File: config.mk
export PLATFORM = sky130hd
export DESIGN_NAME = id_bitmap_allocator_unit
export DESIGN_NICKNAME = d
export VERILOG_FILES = /design/src/design/idba_pkg.sv /design/src/design/idba_ctrl.sv /design/src/design/idba_dp.sv /design/src/design/id_bitmap_allocator_unit.sv
export SDC_FILE = /design/constraint.sdc
export NUM_CORES = 1
export LEC_CHECK = 0
export ABC_AREA = 1
export BUFFER_PORTS_ARGS = -buffer_cell sky130_fd_sc_hd__buf_4
export CORE_ASPECT_RATIO = 0.6
export CORE_MARGIN = 2
export CORE_UTILIZATION = 30
export CTS_CLUSTER_DIAMETER = 120
export DETAILED_ROUTE_END_ITERATION = 7
export PLACE_DENSITY_LB_ADDON = 0.25
export SKIP_CTS_REPAIR_TIMING = 1
export SYNTH_ARGS = -nofsm -noshare
export SYNTH_HDL_FRONTEND = slang
export SYNTH_SLANG_ARGS = --single-unit
File: constraint.sdc
create_clock -name clock -period 4.11 [get_ports clock]
set_input_delay 0.2055 -clock clock [delete_from_list [all_inputs] [get_ports clock]]
set_output_delay 0.2055 -clock clock [all_outputs]
set_load 0.02 [all_outputs]
File: src/design/idba_pkg.sv
package idba_pkg;

   localparam int ID_W             = 8;
   localparam int MAP_DEPTH        = 256;
   localparam int ROW_BITS         = 32;
   localparam int ROW_COUNT        = MAP_DEPTH / ROW_BITS;
   localparam int ROW_IDX_W        = $clog2(ROW_COUNT);
   localparam int BIT_IDX_W        = $clog2(ROW_BITS);
   localparam int ID_COUNT_DEFAULT = 256;

   localparam logic CMD_ALLOC = 1'b0;
   localparam logic CMD_FREE  = 1'b1;

   typedef struct packed {
      logic            command;
      logic [ID_W-1:0] free_id;
   } req_type;

   typedef struct packed {
      logic [ID_W-1:0] granted_id;
      logic            granted;
   } rsp_type;

   typedef enum logic [1:0] {
      ST_IDLE,
      ST_SCAN,
      ST_FREE
   } state_type;

   // controller to datapath
   typedef struct packed {
      logic capture;
      logic scan_next;
      logic write_alloc;
      logic write_free;
      logic respond;
   } ctl_type;

   // datapath to controller
   typedef struct packed {
      logic found;
      logic last_row;
   } stat_type;

endpackage

File: src/design/idba_ctrl.sv
module idba_ctrl (
   input  logic               clock,
   input  logic               reset,
   input  logic               start,
   input  logic               command,
   input  idba_pkg::stat_type stat,
   output idba_pkg::ctl_type  ctl,
   output logic               busy
);

   idba_pkg::state_type state_ff;
   idba_pkg::state_type state_in;

   always_ff @(posedge clock) begin
      if (reset) begin
         state_ff <= idba_pkg::ST_IDLE;
      end else begin
         state_ff <= state_in;
      end
   end

   always_comb begin
      state_in = state_ff;
      unique case (state_ff)
         idba_pkg::ST_IDLE: begin
            if (start) begin
               state_in = (command == idba_pkg::CMD_FREE) ? idba_pkg::ST_FREE
                                                          : idba_pkg::ST_SCAN;
            end
         end
         idba_pkg::ST_SCAN: begin
            if (stat.found || stat.last_row) begin
               state_in = idba_pkg::ST_IDLE;
            end
         end
         idba_pkg::ST_FREE: begin
            state_in = idba_pkg::ST_IDLE;
         end
         default: state_in = idba_pkg::ST_IDLE;
      endcase
   end

   always_comb begin
      ctl  = '0;
      busy = 1'b1;
      unique case (state_ff)
         idba_pkg::ST_IDLE: begin
            busy        = 1'b0;
            ctl.capture = start;
         end
         idba_pkg::ST_SCAN: begin
            if (stat.found) begin
               ctl.write_alloc = 1'b1;
               ctl.respond     = 1'b1;
            end else if (stat.last_row) begin
               ctl.respond = 1'b1;
            end else begin
               ctl.scan_next = 1'b1;
            end
         end
         idba_pkg::ST_FREE: begin
            ctl.write_free = 1'b1;
            ctl.respond    = 1'b1;
         end
         default: begin
            busy = 1'b1;
         end
      endcase
   end

endmodule

File: src/design/idba_dp.sv
module idba_dp #(
   parameter int ID_COUNT = idba_pkg::ID_COUNT_DEFAULT
) (
   input  logic               clock,
   input  logic               reset,
   input  idba_pkg::req_type  req_data,
   input  idba_pkg::ctl_type  ctl,
   output idba_pkg::stat_type stat,
   output logic               rsp_valid,
   output idba_pkg::rsp_type  rsp_data
);

   localparam int IdLimit  = (ID_COUNT < idba_pkg::MAP_DEPTH) ? ID_COUNT
                                                              : idba_pkg::MAP_DEPTH;
   localparam int RowsUsed = (IdLimit <= 0) ? 1
                             : (IdLimit + idba_pkg::ROW_BITS - 1) / idba_pkg::ROW_BITS;
   localparam int IdxW     = idba_pkg::ID_W + 1;
   localparam logic [IdxW-1:0] LimitVal = IdxW'(IdLimit);
   localparam logic [idba_pkg::ROW_IDX_W-1:0] LastRow = idba_pkg::ROW_IDX_W'(RowsUsed - 1);

   logic [idba_pkg::ROW_BITS-1:0] map_mem [idba_pkg::ROW_COUNT];
   logic [idba_pkg::ROW_COUNT-1:0] row_valid_ff;

   logic [idba_pkg::ROW_BITS-1:0]  rdata_ff;
   logic                           rvalid_ff;
   logic [idba_pkg::ROW_IDX_W-1:0] row_ff;
   logic [idba_pkg::ROW_IDX_W-1:0] row_in;
   logic [idba_pkg::ID_W-1:0]      id_ff;
   logic                           rd_en;

   logic [idba_pkg::ROW_BITS-1:0]  row_data;
   logic [idba_pkg::ROW_BITS-1:0]  occupied;
   logic                           found;
   logic [idba_pkg::BIT_IDX_W-1:0] first_bit;
   logic                           id_ok;
   logic                           mem_we;
   logic [idba_pkg::ROW_BITS-1:0]  wdata;

   logic                           rsp_valid_ff;
   idba_pkg::rsp_type              rsp_data_ff;

   // read address: own row on free, row 0 on allocate, then walk upward
   always_comb begin
      rd_en  = ctl.capture || ctl.scan_next;
      row_in = row_ff;
      if (ctl.capture) begin
         row_in = (req_data.command == idba_pkg::CMD_FREE)
                  ? req_data.free_id[idba_pkg::ID_W-1 -: idba_pkg::ROW_IDX_W]
                  : '0;
      end else if (ctl.scan_next) begin
         row_in = row_ff + 1'b1;
      end
   end

   always_ff @(posedge clock) begin
      if (rd_en) begin
         rdata_ff <= map_mem[row_in];
         row_ff   <= row_in;
      end
      if (ctl.capture) begin
         id_ff <= req_data.free_id;
      end
      if (mem_we) begin
         map_mem[row_ff] <= wdata;
      end
   end

   always_ff @(posedge clock) begin
      if (reset) begin
         row_valid_ff <= '0;
         rvalid_ff    <= 1'b0;
      end else begin
         if (rd_en) begin
            rvalid_ff <= row_valid_ff[row_in];
         end
         if (mem_we) begin
            row_valid_ff[row_ff] <= 1'b1;
         end
      end
   end

   // never-written rows read as all free
   assign row_data = rvalid_ff ? rdata_ff : '0;

   // id 0 and ids past the limit count as taken
   always_comb begin
      for (int b = 0; b < idba_pkg::ROW_BITS; b++) begin
         occupied[b] = row_data[b]
                       || ({1'b0, row_ff, idba_pkg::BIT_IDX_W'(b)} == '0)
                       || ({1'b0, row_ff, idba_pkg::BIT_IDX_W'(b)} >= LimitVal);
      end
   end

   // lowest clear bit
   always_comb begin
      found     = 1'b0;
      first_bit = '0;
      for (int i = idba_pkg::ROW_BITS - 1; i >= 0; i--) begin
         if (!occupied[i]) begin
            found     = 1'b1;
            first_bit = idba_pkg::BIT_IDX_W'(i);
         end
      end
   end

   assign id_ok = (id_ff != '0) && ({1'b0, id_ff} < LimitVal);

   always_comb begin
      mem_we = 1'b0;
      wdata  = row_data;
      if (ctl.write_alloc) begin
         mem_we           = 1'b1;
         wdata[first_bit] = 1'b1;
      end else if (ctl.write_free && id_ok) begin
         mem_we = 1'b1;
         wdata[id_ff[idba_pkg::BIT_IDX_W-1:0]] = 1'b0;
      end
   end

   assign stat.found    = found;
   assign stat.last_row = (row_ff == LastRow);

   always_ff @(posedge clock) begin
      if (reset) begin
         rsp_valid_ff <= 1'b0;
      end else begin
         rsp_valid_ff <= ctl.respond;
      end
   end

   always_ff @(posedge clock) begin
      if (ctl.respond) begin
         if (ctl.write_alloc) begin
            rsp_data_ff.granted_id <= {row_ff, first_bit};
            rsp_data_ff.granted    <= 1'b1;
         end else begin
            rsp_data_ff.granted_id <= '0;
            rsp_data_ff.granted    <= 1'b0;
         end
      end
   end

   assign rsp_valid = rsp_valid_ff;
   assign rsp_data  = rsp_data_ff;

endmodule

File: src/design/id_bitmap_allocator_unit.sv
// allocate: scans the used map 32 ids per cycle from row 0 through the single map read
// port, stopping at the first row with a free id or at the last used row
// free: one read-modify-write of the id's row, with a registered result
// one item at a time; a new start is taken in the cycle the previous result shows
// synchronous active-high reset clears the controller and marks every map row unwritten,
// so all ids from 1 up to the limit read free; the receiver cannot stall rsp_valid
module id_bitmap_allocator_unit #(
   parameter int ID_COUNT = idba_pkg::ID_COUNT_DEFAULT
) (
   input  logic              clock,
   input  logic              reset,
   input  logic              start,
   output logic              busy,
   input  idba_pkg::req_type req_data,
   output logic              rsp_valid,
   output idba_pkg::rsp_type rsp_data
);

   idba_pkg::ctl_type  ctl;
   idba_pkg::stat_type stat;

   idba_ctrl u_ctrl (
      .clock   (clock),
      .reset   (reset),
      .start   (start),
      .command (req_data.command),
      .stat    (stat),
      .ctl     (ctl),
      .busy    (busy)
   );

   idba_dp #(
      .ID_COUNT (ID_COUNT)
   ) u_dp (
      .clock     (clock),
      .reset     (reset),
      .req_data  (req_data),
      .ctl       (ctl),
      .stat      (stat),
      .rsp_valid (rsp_valid),
      .rsp_data  (rsp_data)
   );

endmodule
### Word-level counts from Yosys, hierarchy flattened

Memory sizes are Yosys's and may differ from the RTL's. A register that Yosys moved wholly into a read port is not among the register bits.
Index checks and enable logic that the tools add are counted.

* eq/ne operators: 5
* order comparisons: 7
* reduce and logical (&&, ||, !) cells: 11
* multiplexer cells: 97
* add/subtract/negate cells: 1
* bitwise gates (word level): 4

Operators with widths (count)
* $mux 5: 32
* $mux 32: 3
* $mux 1: 49
* $and 32x32->32: 1
* $not 32->32: 1
* $or 32x32->32: 1
* $lt 5x6->1 const B: 2
* $demux 1 s5: 2
* $ge 5x1->1 const B: 2
* $mux 3: 3
* $lt 3x4->1 const B: 2
* $mux 2: 4
* $or 8x8->8: 1
* $reduce_bool 8->1: 1
* $logic_and 1x1->1: 4
* $pmux 2 s2: 1
* $add 3x1->3 const B: 1
* $bmux 1 s3: 1
* $demux 1 s3: 1
* $eq 3x3->1 const B: 1
* $ge 3x1->1 const B: 1
* $logic_not 3->1: 1
* $logic_or 1x1->1: 3
* $eq 2x1->1 const B: 1
* other kinds (6): 6

* register bits after elaboration: 32
* logic and storage cells: 134
* bits of input ports: 12
* memories: 1
* output and inout port bits: 11
* RAM bits: 256

Memories
* u_dp.map_mem: depth 8, bits a word 32, read ports 1, clocked after Yosys merged registers in 1, wr ports 1, RTL line idba_dp.sv:21 `logic [idba_pkg::ROW_BITS-1:0] map_mem [idba_pkg::ROW_COUNT];`

### Depth between registers and ports, before layout

Gate-level depths: netlist (run 1).

* depth in word-level cells: 39
* mapped depth: 35
* mapped depth without buffers: 34

### Modules after synthesis

A second synthesis (run 1) with hierarchy kept.

* cell total of the unflattened synthesis: 1103
* area, all modules: 13420.4 um^2

Modules (own cells, without submodules)
* idba_dp: cells each 1075, area an instance 13240.2 um^2, times used 1, sequential area each 9449.1 um^2
* idba_ctrl: cells each 28, area an instance 180.2 um^2, times used 1, sequential area each 40.0 um^2

### Worst setup path before layout (run 1)

Ideal clock, no wire load.

* kind: register to register
* start: reg u_dp.row_ff[1] (netlist bit)
* end: mem u_dp.map_mem[0][0] (netlist bit) (enable)
* arrival: 2.908 ns
* required time: 3.687 ns
* slack: 0.779 ns
* path buffers: 0
* stages on the path, launching flop included: 14
* path through: edfxtp_1 inv_1 ha_1 a21oi_1 nor2_1 nand2_1 inv_1 nand2_1 nor3_1 nor2_1 nor2_1 nor2_1 inv_1 nor2_1

RTL lines
* from (decl): RTL line idba_dp.sv:26 `logic [idba_pkg::ROW_IDX_W-1:0] row_ff;`
* from (signal assigned): RTL line idba_dp.sv:58 `row_ff <= row_in;`
* to (decl): RTL line idba_dp.sv:21

==> out/qor.yml, run 1 <==
drv_cap: 0
vias: 9070
clk_latency_ns: 0.56
synthFlopType: "edfxtp_1"
chipHeight_um: 168
start_util_pct: 30.3
cts_sinks: 320
netlist_area_sq_mm: 0.0135
cts_tree: "done"
rrSetupSlack_ns: 0.50
dieArea_sq_mm: 0.0468
num_rows: 60
synth_edf_count: 308
power.switching_mw: 1.86
path_delay_family: "compound AO/OA/AOI/OAI gates"
share_comb_of_total_power_pct: 13.0
critPathLaunchType: "flip-flop"
syn_inst: 1145
fp.dieW_um: 278
core_sq_mm: 0.0446
final-max-slew-violation-count: 0
nNetsFinal: 1207
ys_ff_latch: 320
synth_area_leaders: "edfxtp_1 (68%), nor2_1 (6.7%), o21ai_0 (4.2%), nand2_1 (3.4%), o21bai_1 (2.2%)"
clock_path_buffers: 3
cts_max_level: 1
area_growth_pct: 15.1
grt_max_degree: 89
gp_congestion: 0.932
first_pass_iters: 6
setup_viol: 0
critPathBufInv: 4
fmax_mhz: 277
holdPathStages: 4
crit_path_end_kind: "flip-flop"
synth.distinct_cells: 38
diodes: 0
ys_seq_area_share_pct: 70.3
hpwl_um: 22400
pwr-share-seq_pct: 52.7
drt-initial-drc-count: 1069
antenna_found_initial: 0
synth.avg_cell_area_sq_um: 11.8
grt_pass1_vias: 8473
wire_per_inst_um: 20.0
synth_top_area_share_pct: 68.5
irDropWorstVdd_mv: 0.263
period_share_pct: 87.8
gr-total-overflow: 0
clkPwrFrac_pct: 34.3
cts_root_buffer: "clkbuf_16"
required_ns: 4.30
layout-drive-gt1-share_pct: 10.1
critPathKind: "flip-flop to flip-flop"
path_cells: "inv_1 > ha_1 > a21oi_1 > nor2_1 > nand2_1 > inv_1 > nand2_1 > nor3_1 > nor2_1 > clkinv_1 > buf_4 > nand2_1 > nor2_1 > o21ai_0"
yosysWarnings: 0
powerDensity_mw_per_mm2: 464
ant_nets: 0
synthArstFlopShare_pct: 0
track_usage_pct: 15.2
critPathArrivalTime_ns: 3.80
max_stage_delay_ns: 0.91
cp_num_cells: 14
grt_pass1_wl_um: 54400
period_needed_ns: 3.61
clock_skew_ns: 0.0104
cp_max_fo: 11
synth_top_area_cell: "edfxtp_1"
routed_wl_um: 35900
outcome: "finished clean"
switching_share_pct: 25.8
utilization_pct: 34.8
worstMarginPinSlew_ns: 1.30
p_leak_nw: 5.28
portBuffers: 22
relSlewSlack_pct: 12.4
internal_power_mw: 5.36
hp-class: "input pin to flip-flop"
clkTransAtPathRegs_ns: 0.07
numCtsBuffers: 27
syn_nets: 1163
rsz0062_at_grt: "false"
tns_ns: 0
hold_violations: 0
rr_worst_depth: 14
viasPerCell: 5.05
slowest_stage: "o21ai_0"
io_pins: 23
drc: 0
-- stage by stage --
| step | std cells | hold WS (ns) | total power, mW | cell area, sq um | setup WS [ns] |
|---|---|---|---|---|---|
| 2_1_floorplan | 1145 | 0.304 | 4.44 | 13500 | 0.779 |
| 3_3_place_gp | 1739 | 0.385 | 4.80 | 14600 | 0.606 |
| 3_5_place_dp | 1739 | 0.386 | 4.80 | 14600 | 0.652 |
| 4_1_cts | 1785 | -0.203 | 7.27 | 15400 | 0.606 |
| 5_1_grt | 1795 | 0.0183 | 7.52 | 15500 | 0.174 |
| 6_report | 1795 | 0.0109 | 7.22 | 15500 | 0.502 |
-- synthesized netlist by cell type, drive strengths merged, types with 6 or more instances --
cell and n:
nand4 14, nor2 243, edfxtp 308, a31oi 33, buf 38, nand2 127
o21ai 146, o211ai 10, ha 6, clkbuf 22, dfxtp 12, o21bai 39
nand3 38, inv 51, o22ai 34
-- per-layer routing --
layer  vias up  share of wire (%)  GRT usage (%)
met1      4524                 52           24.9
li1       4211                  -              -
met5         -                  0              0
met3        43                7.1           2.80
met2       292                 39           20.6
met4         0                1.3           2.56
-- registers in the layout (all words and copies together), names as in the netlist --
register and cells:
u_dp.map_mem 256, u_dp.rdata_ff 32, u_dp.rsp_data 9, u_dp.id_ff 8, u_dp.row_valid_ff 8, u_dp.row_ff 3, u_ctrl.state_ff 2, u_dp.rsp_valid 1
u_dp.rvalid_ff 1
-- layout make-up --
class	instances	area, sq um
inverters	53	201
repair buffers	75	751
multi-input cells	712	3550
flip-flops and latches	320	9490
clock buffers	33	698
fillers	4391	29100
clock inverters	13	114
well taps	589	737
-- final timing paths --
check,startpoint,end
max,u_dp.row_ff[1]$_DFFE_PP_,u_dp.map_mem[7][23]$_DFFE_PP_
min,start,u_ctrl.state_ff[0]$_SDFFE_PP0P_
max reg2reg,u_dp.row_ff[1]$_DFFE_PP_,u_dp.map_mem[7][23]$_DFFE_PP_
min reg2reg,u_dp.row_valid_ff[0]$_SDFFE_PP0P_,u_dp.row_valid_ff[0]$_SDFFE_PP0P_
-- cells in the final DEF, fill, tap and decap left out, drive strengths merged, types with 4 or more instances in the layout --
| cell | netlist | final |
|---|---|---|
| o21bai | 39 | 39 |
| nor3 | 5 | 5 |
| clkbuf | 22 | 33 |
| o211ai | 10 | 10 |
| o22ai | 34 | 34 |
| o311ai | 4 | 4 |
| buf | 38 | 65 |
| dlygate4sd3 | 0 | 10 |
| nand2 | 127 | 127 |
| edfxtp | 308 | 308 |
| nand3 | 38 | 38 |
| nand4 | 14 | 14 |
| o21ai | 146 | 146 |
| dfxtp | 12 | 12 |
| a21oi | 5 | 5 |
| nor2 | 243 | 243 |
| a31oi | 33 | 33 |
| clkinv | 2 | 11 |
| ha | 6 | 6 |
| inv | 51 | 52 |
-- power groups by stage --
stage	Clock, mW	Combinational, mW	Sequential, mW
after floorplan	0	0.591	3.85
after CTS	2.53	0.930	3.80
final	2.48	0.937	3.80
after global routing	2.66	1.04	3.81
after global placement	0	0.926	3.88
after detailed placement	0	0.925	3.87
-- worst reg2reg max path, cell delays in order, from the launching register on --
cell and delay [ns]:
edfxtp_1 0.45, inv_1 0.11, ha_1 0.19, a21oi_1 0.21
nor2_1 0.09, nand2_1 0.09, inv_1 0.06, nand2_1 0.07
nor3_1 0.07, nor2_1 0.22, clkinv_1 0.34, buf_4 0.28
nand2_1 0.10, nor2_1 0.05, o21ai_0 0.91
-- logic make-up (layout without fill, tap and decap cells) --
kind of cell / Yosys count / count (layout) / share of synthesized area [%]
simple gates: 429 / 429 / 13.1
buf+inv: 113 / 174 / 3.95
flops: 320 / 320 / 70.3
xor+xnor: 1 / 1 / 0.0649
fa+ha+maj: 6 / 6 / 0.556
compound gates: 276 / 276 / 12.1
Power figures use the tool's default switching activity.
==> inputs of run 2 (changes only) <==
- CORE_ASPECT_RATIO: 0.6 -> unset
- PLACE_DENSITY_LB_ADDON: 0.25 -> 0.3
==> run 2 against run 1 <==
Effect of this change: clock power increased by 19%; via count shrank 2.4%; first-iteration DRC count down 20%; critical path type unchanged; critical endpoint is now u_dp.map_mem[1][11]$_DFFE_PP_; largest power group unchanged.
==> out/qor.yml, run 2 (same netlist as run 1, synthesis figures left out) <==
drt-initial-drc-count: 851  # -20%
whs_ns: 0.0352  # +0.0243 ns
fill_cells: 4377  # -0.32%
setup_viol: 0  # unchanged
antenna_found_initial: 0  # unchanged
outcome: "finished clean"
cts_max_level: 2  # +1
io_pins: 23  # unchanged
routed_wl_um: 33400  # -6.8%
clock_path_buffers: 3  # unchanged
clk_latency_ns: 0.51  # -0.05 ns
final_common_cell: "edfxtp_1"
viasPerCell: 4.91  # -2.9%
tns_ns: 0  # unchanged
clkTransAtPathRegs_ns: 0.06  # about the same
period_needed_ns: 3.68  # +0.0760 ns
layout-drive-gt1-share_pct: 10.4  # +0.27 points
slowest_stage: "o21ai_0"
vias: 8856  # -2.4%
gr-total-overflow: 0  # unchanged
final-max-slew-violation-count: 0  # unchanged
path_delay_family: "compound AO/OA/AOI/OAI gates"
cts_sinks: 320  # unchanged
cp_num_cells: 13  # -1
grt-busiest-layer: "met2"
hpwl_um: 20400  # -9.1%
critPathKind: "flip-flop to flip-flop"
pwr-share-seq_pct: 49.9  # -2.8 points
met3_usage_pct: 2.32  # -0.49 points
track_usage_pct: 14.2  # -1.0 points
cts_root_buffer: "clkbuf_16"
required_ns: 4.27  # -0.03 ns
rsz0062_at_grt: "false"
diodes: 0  # unchanged
area_growth_pct: 16.5
nNetsFinal: 1207  # unchanged
hold_violations: 0  # unchanged
relSlewSlack_pct: 28.4  # +16 points
drc: 0  # unchanged
power_mw: 7.63  # +5.7%
cp_max_fo: 18  # +7
numCtsBuffers: 35  # +30%
powerDensity_mw_per_mm2: 485  # +4.4%
cts_tree: "done"
worstMarginPinSlew_ns: 1.06  # -0.237 ns
ant_nets: 0  # unchanged
critPathLaunchType: "flip-flop"
holdPathStages: 4  # unchanged
first_pass_iters: 7  # +1
wire_per_inst_um: 18.5  # -7.4%
share_comb_of_total_power_pct: 11.5  # -1.5 points
p_leak_nw: 5.36  # +1.6%
crit_path_end_kind: "flip-flop"
largest_reg_flops: 256  # unchanged
start_util_pct: 30.5  # +0.19 points
clkPwrFrac_pct: 38.6  # +4.3 points
critPathArrivalTime_ns: 3.84  # +0.04 ns
period_share_pct: 89.6  # +1.8 points
clock_skew_ns: 0.0180  # +0.00760 ns
fp.dieW_um: 216  # -22%
grt_pass1_wl_um: 51200  # -5.8%
num_rows: 77  # +28%
grt_max_degree: 75  # -16%
power.switching_mw: 1.88  # +0.79%
dieArea_sq_mm: 0.0467  # -0.12%
core_sq_mm: 0.0443  # -0.62%
path_cells: "inv_1 > ha_1 > a21oi_1 > nor2_1 > nand2_1 > inv_1 > nand2_1 > nor3_1 > nor2_1 > clkinv_1 > nand3_1 > nor2_1 > o21ai_0"
max_stage_delay_ns: 0.83  # -0.08 ns
hp-class: "input pin to flip-flop"
irDropWorstVdd_mv: 0.224  # -15%
grt_pass1_vias: 8506  # +0.39%
path_common_cell: "nor2_1"
met1_usage_pct: 20.0  # -4.9 points
grtUsageMet2_pct: 22.4  # +1.8 points
switching_share_pct: 24.6  # -1.2 points
chipHeight_um: 216  # +28%
rr_worst_depth: 13  # -1
drv_cap: 0  # unchanged
fmax_mhz: 271  # -2.1%
gp_congestion: 0.869  # -6.7%
largest_register: "u_dp.map_mem"
critPathBufInv: 3  # -1
internal_power_mw: 5.75  # +7.4%
utilization_pct: 35.5  # +0.65 points
layout_common_cells: "edfxtp_1 (308), nor2_1 (234), nand2_1 (122), o21ai_0 (112), inv_1 (47)"
portBuffers: 22  # unchanged
-- run 2: layout make-up --
class	count	area, sq um	share of cell area (%)
clock inverters	14	88.8	0.565
multi-input cells	712	3550	22.6
well taps	592	741	4.71
clock buffers	47	983	6.25
repair buffers	67	678	4.31
flip-flops and latches	320	9490	60.3
inverters	53	201	1.28
-- run 2: final timing paths --
path                                           from                                 to  slack (ns)
setup / recovery           u_dp.row_ff[1]$_DFFE_PP_      u_dp.map_mem[1][11]$_DFFE_PP_        0.43
hold / removal                          req_data[8]    u_ctrl.state_ff[0]$_SDFFE_PP0P_        0.04
setup reg to reg           u_dp.row_ff[1]$_DFFE_PP_      u_dp.map_mem[1][11]$_DFFE_PP_        0.43
hold reg to reg   u_dp.row_valid_ff[5]$_SDFFE_PP0P_  u_dp.row_valid_ff[5]$_SDFFE_PP0P_        0.47
-- run 2: power by group through the flow --
stage	Clock (mW)	Sequential [mW]	Combinational, mW
2_1_floorplan	0	3.85	0.591
3_3_place_gp	0	3.88	0.867
3_5_place_dp	0	3.88	0.873
4_1_cts	3.00	3.81	0.876
5_1_grt	3.12	3.82	0.980
6_report	2.94	3.81	0.876
-- run 2: routing by layer --
metal | wire, um | share of wire, %
met5 | 0 | 0
met1 | 15500 | 46
met3 | 1690 | 5.1
met2 | 15300 | 46
met4 | 927 | 2.8
-- run 2: worst min-delay path, delay by kind of cell --
family,cells,cell delay (ns)
simple gates,1,0.07
buf+inv,2,0.15
compound gates,1,0.06
-- run 2: stage by stage --
step,cells,worst slack (ns),cell area [sq um]
after floorplan,1145,0.779,13500
after global placement,1734,0.605,14600
after detailed placement,1734,0.443,14600
after CTS,1795,0.405,15600
after global routing,1805,0.0617,15700
final,1805,0.426,15700
==> inputs of run 3 (changes only) <==
- PLACE_DENSITY: unset -> 0.41
- PLACE_DENSITY_LB_ADDON: 0.3 -> unset
- SETUP_SLACK_MARGIN: unset -> 0.02
- SKIP_CTS_REPAIR_TIMING: 1 -> unset
==> run 3 against run 2 <==
Effect of this change: critical path depth is 4 higher; via count up 0.70%; cell area is 0.17% higher; register-to-register slack got worse by 0.11 ns; largest power group unchanged; highest routed layer unchanged.
==> out/qor.yml, run 3 (same netlist as run 1, synthesis figures left out) <==
outcome: "finished clean"
cts_sinks: 320  # unchanged
drv_cap: 0  # unchanged
hold_violations: 0  # unchanged
cts_resized: 0
portBuffers: 22  # unchanged
utilization_pct: 35.6  # +0.062 points
io_pins: 23  # unchanged
irDropWorstVdd_mv: 0.232  # +3.4%
dieArea_sq_mm: 0.0467  # unchanged
clk_latency_ns: 0.53  # +0.02 ns
crit_path_end_kind: "flip-flop"
gr-total-overflow: 0  # unchanged
largest_reg_flops: 256  # unchanged
clkTransAtPathRegs_ns: 0.06  # about the same
regArea_sq_mm: 0.00949  # unchanged
start_util_pct: 30.5  # unchanged
required_ns: 4.42  # +0.15 ns
layout-drive-gt1-share_pct: 10.7  # +0.29 points
routed_wl_um: 37300  # +12%
setup_viol: 0  # unchanged
cts_max_level: 2  # unchanged
hpwl_um: 22300  # +9.8%
clock_path_buffers: 3  # unchanged
wire_per_inst_um: 20.6  # +11%
chipHeight_um: 216  # unchanged
slowest_stage: "dfxtp_1"
largest_register: "u_dp.map_mem"
period_share_pct: 92.3  # +2.7 points
path_cells: "buf_4 > nand2_1 > nor2_1 > nand2_1 > nor2_1 > inv_1 > nor2_4 > nand4_4 > xor2_1 > nand2_1 > nand2_4 > inv_4 > buf_12 > nor2_1 > o22ai_1 > nor2_1 > a31oi_1"
relSlewSlack_pct: 27.5  # -0.85 points
cts_root_buffer: "clkbuf_16"
fill_cells: 4374  # -0.069%
drc: 0  # unchanged
nNetsFinal: 1212  # +0.41%
fp.dieW_um: 216  # unchanged
numCtsBuffers: 36  # +2.9%
tns_ns: 0  # unchanged
cts_tree: "done"
grt_pass1_vias: 8858  # +4.1%
diodes: 0  # unchanged
period_needed_ns: 3.79  # +0.109 ns
final_common_cell: "edfxtp_1"
track_usage_pct: 16.1  # +1.9 points
num_rows: 77  # unchanged
max_stage_delay_ns: 0.58  # -0.25 ns
fmax_mhz: 264  # -2.9%
powerDensity_mw_per_mm2: 488  # +0.70%
drt-initial-drc-count: 739  # -13%
critPathArrivalTime_ns: 4.10  # +0.26 ns
worstMarginPinSlew_ns: 1.08  # +0.0126 ns
p_leak_nw: 5.38  # +0.39%
cp_max_fo: 39  # +21
core_sq_mm: 0.0443  # unchanged
rsz0062_at_grt: "false"
viasPerCell: 4.93  # +0.42%
final-max-slew-violation-count: 0  # unchanged
antenna_found_initial: 0  # unchanged
clock_skew_ns: 0.0143  # -0.00373 ns
area_growth_pct: 16.7
grt_pass1_wl_um: 56900  # +11%
postCtsSetupBuffers: 0
multi_input_area_sq_mm: 0.00355  # unchanged
first_pass_iters: 5  # -2
critPathLaunchType: "flip-flop"
hp-class: "input pin to flip-flop"
path_delay_family: "simple AND/OR/NAND/NOR gates"
grt_max_degree: 77  # +2.7%
gp_congestion: 0.837  # -3.8%
ant_nets: 0  # unchanged
critPathKind: "flip-flop to flip-flop"
vias: 8918  # +0.70%
path_common_cell: "nor2_1"
critPathBufInv: 4  # +1
layout_common_cells: "edfxtp_1 (308), nor2_1 (234), nand2_1 (122), o21ai_0 (112), buf_4 (49)"
==> run 3: cell types whose count changed in the layout (fill, tap and decap cells not counted) <==
cell,change
buf_4,+4
clkbuf_8,-2
clkinv_1,+1
clkinv_2,-1
clkinv_4,+1
inv_6,+2
==> run 3: worst min-delay path: cells and delay by family <==
| kind | cells | cell delay [ns] |
|---|---|---|
| and+or+nand+nor | 1 | 0.08 |
| AOI/OAI and AO/OA | 2 | 0.17 |
| buffers and inverters | 1 | 0.09 |
==> run 3: final cells by class <==
cell class,instances,area share [%]
Inverter,53,1.28
Clock inverter,17,0.723
Timing Repair Buffer,71,4.49
Tap cell,592,4.70
Multi-Input combinational cell,712,22.5
Sequential cell,320,60.2
Clock buffer,45,6.07
==> run 3: per-layer routing <==
layer  track usage (%)  share of wire [%]  vias up
met2              26.2                 47      188
met4              3.97                1.7        0
li1                  -                  -     4226
met5                 0                  0        -
met1              22.6                 48     4460
met3              2.25                3.2       44
==> run 3: path summary, 6_finish.rpt <==
check / from / slack, ns / depth (start not counted) / endpoint
max: u_dp.rvalid_ff$_SDFFE_PP0P_ / 0.32 / 17 / u_dp.rdata_ff[15]$_DFFE_PP_
max reg2reg: u_dp.rvalid_ff$_SDFFE_PP0P_ / 0.32 / 17 / u_dp.rdata_ff[15]$_DFFE_PP_
min: start / 0.07 / 4 / u_ctrl.state_ff[0]$_SDFFE_PP0P_
min reg2reg: u_dp.row_valid_ff[3]$_SDFFE_PP0P_ / 0.47 / 2 / u_dp.row_valid_ff[3]$_SDFFE_PP0P_
==> run 3: power by group <==
group | total [mW] | switching (mW) | internal (mW)
clock network | 2.97 | 1.26 | 1.71
logic | 0.912 | 0.629 | 0.283
registers | 3.81 | 0.0672 | 3.74
total | 7.69 | 1.96 | 5.74
==> run 3: through the flow <==
step	cell area (sq um)	total power, mW	instances	hold slack (ns)	setup slack [ns]
floorplan	13500	4.44	1145	0.304	0.779
global placement	14600	4.80	1738	0.386	0.476
detailed placement	14600	4.80	1738	0.385	0.397
CTS	15800	7.80	1810	0.0499	0.350
global route	15800	8.02	1810	0.127	0.0940
finish	15800	7.69	1810	0.0746	0.316
==> run 3: repair_timing <==
action	4_1_cts	5_1_grt
setup endpoints to repair	0	0
hold buffers	10	0
endpoints found under the hold margin	18	0
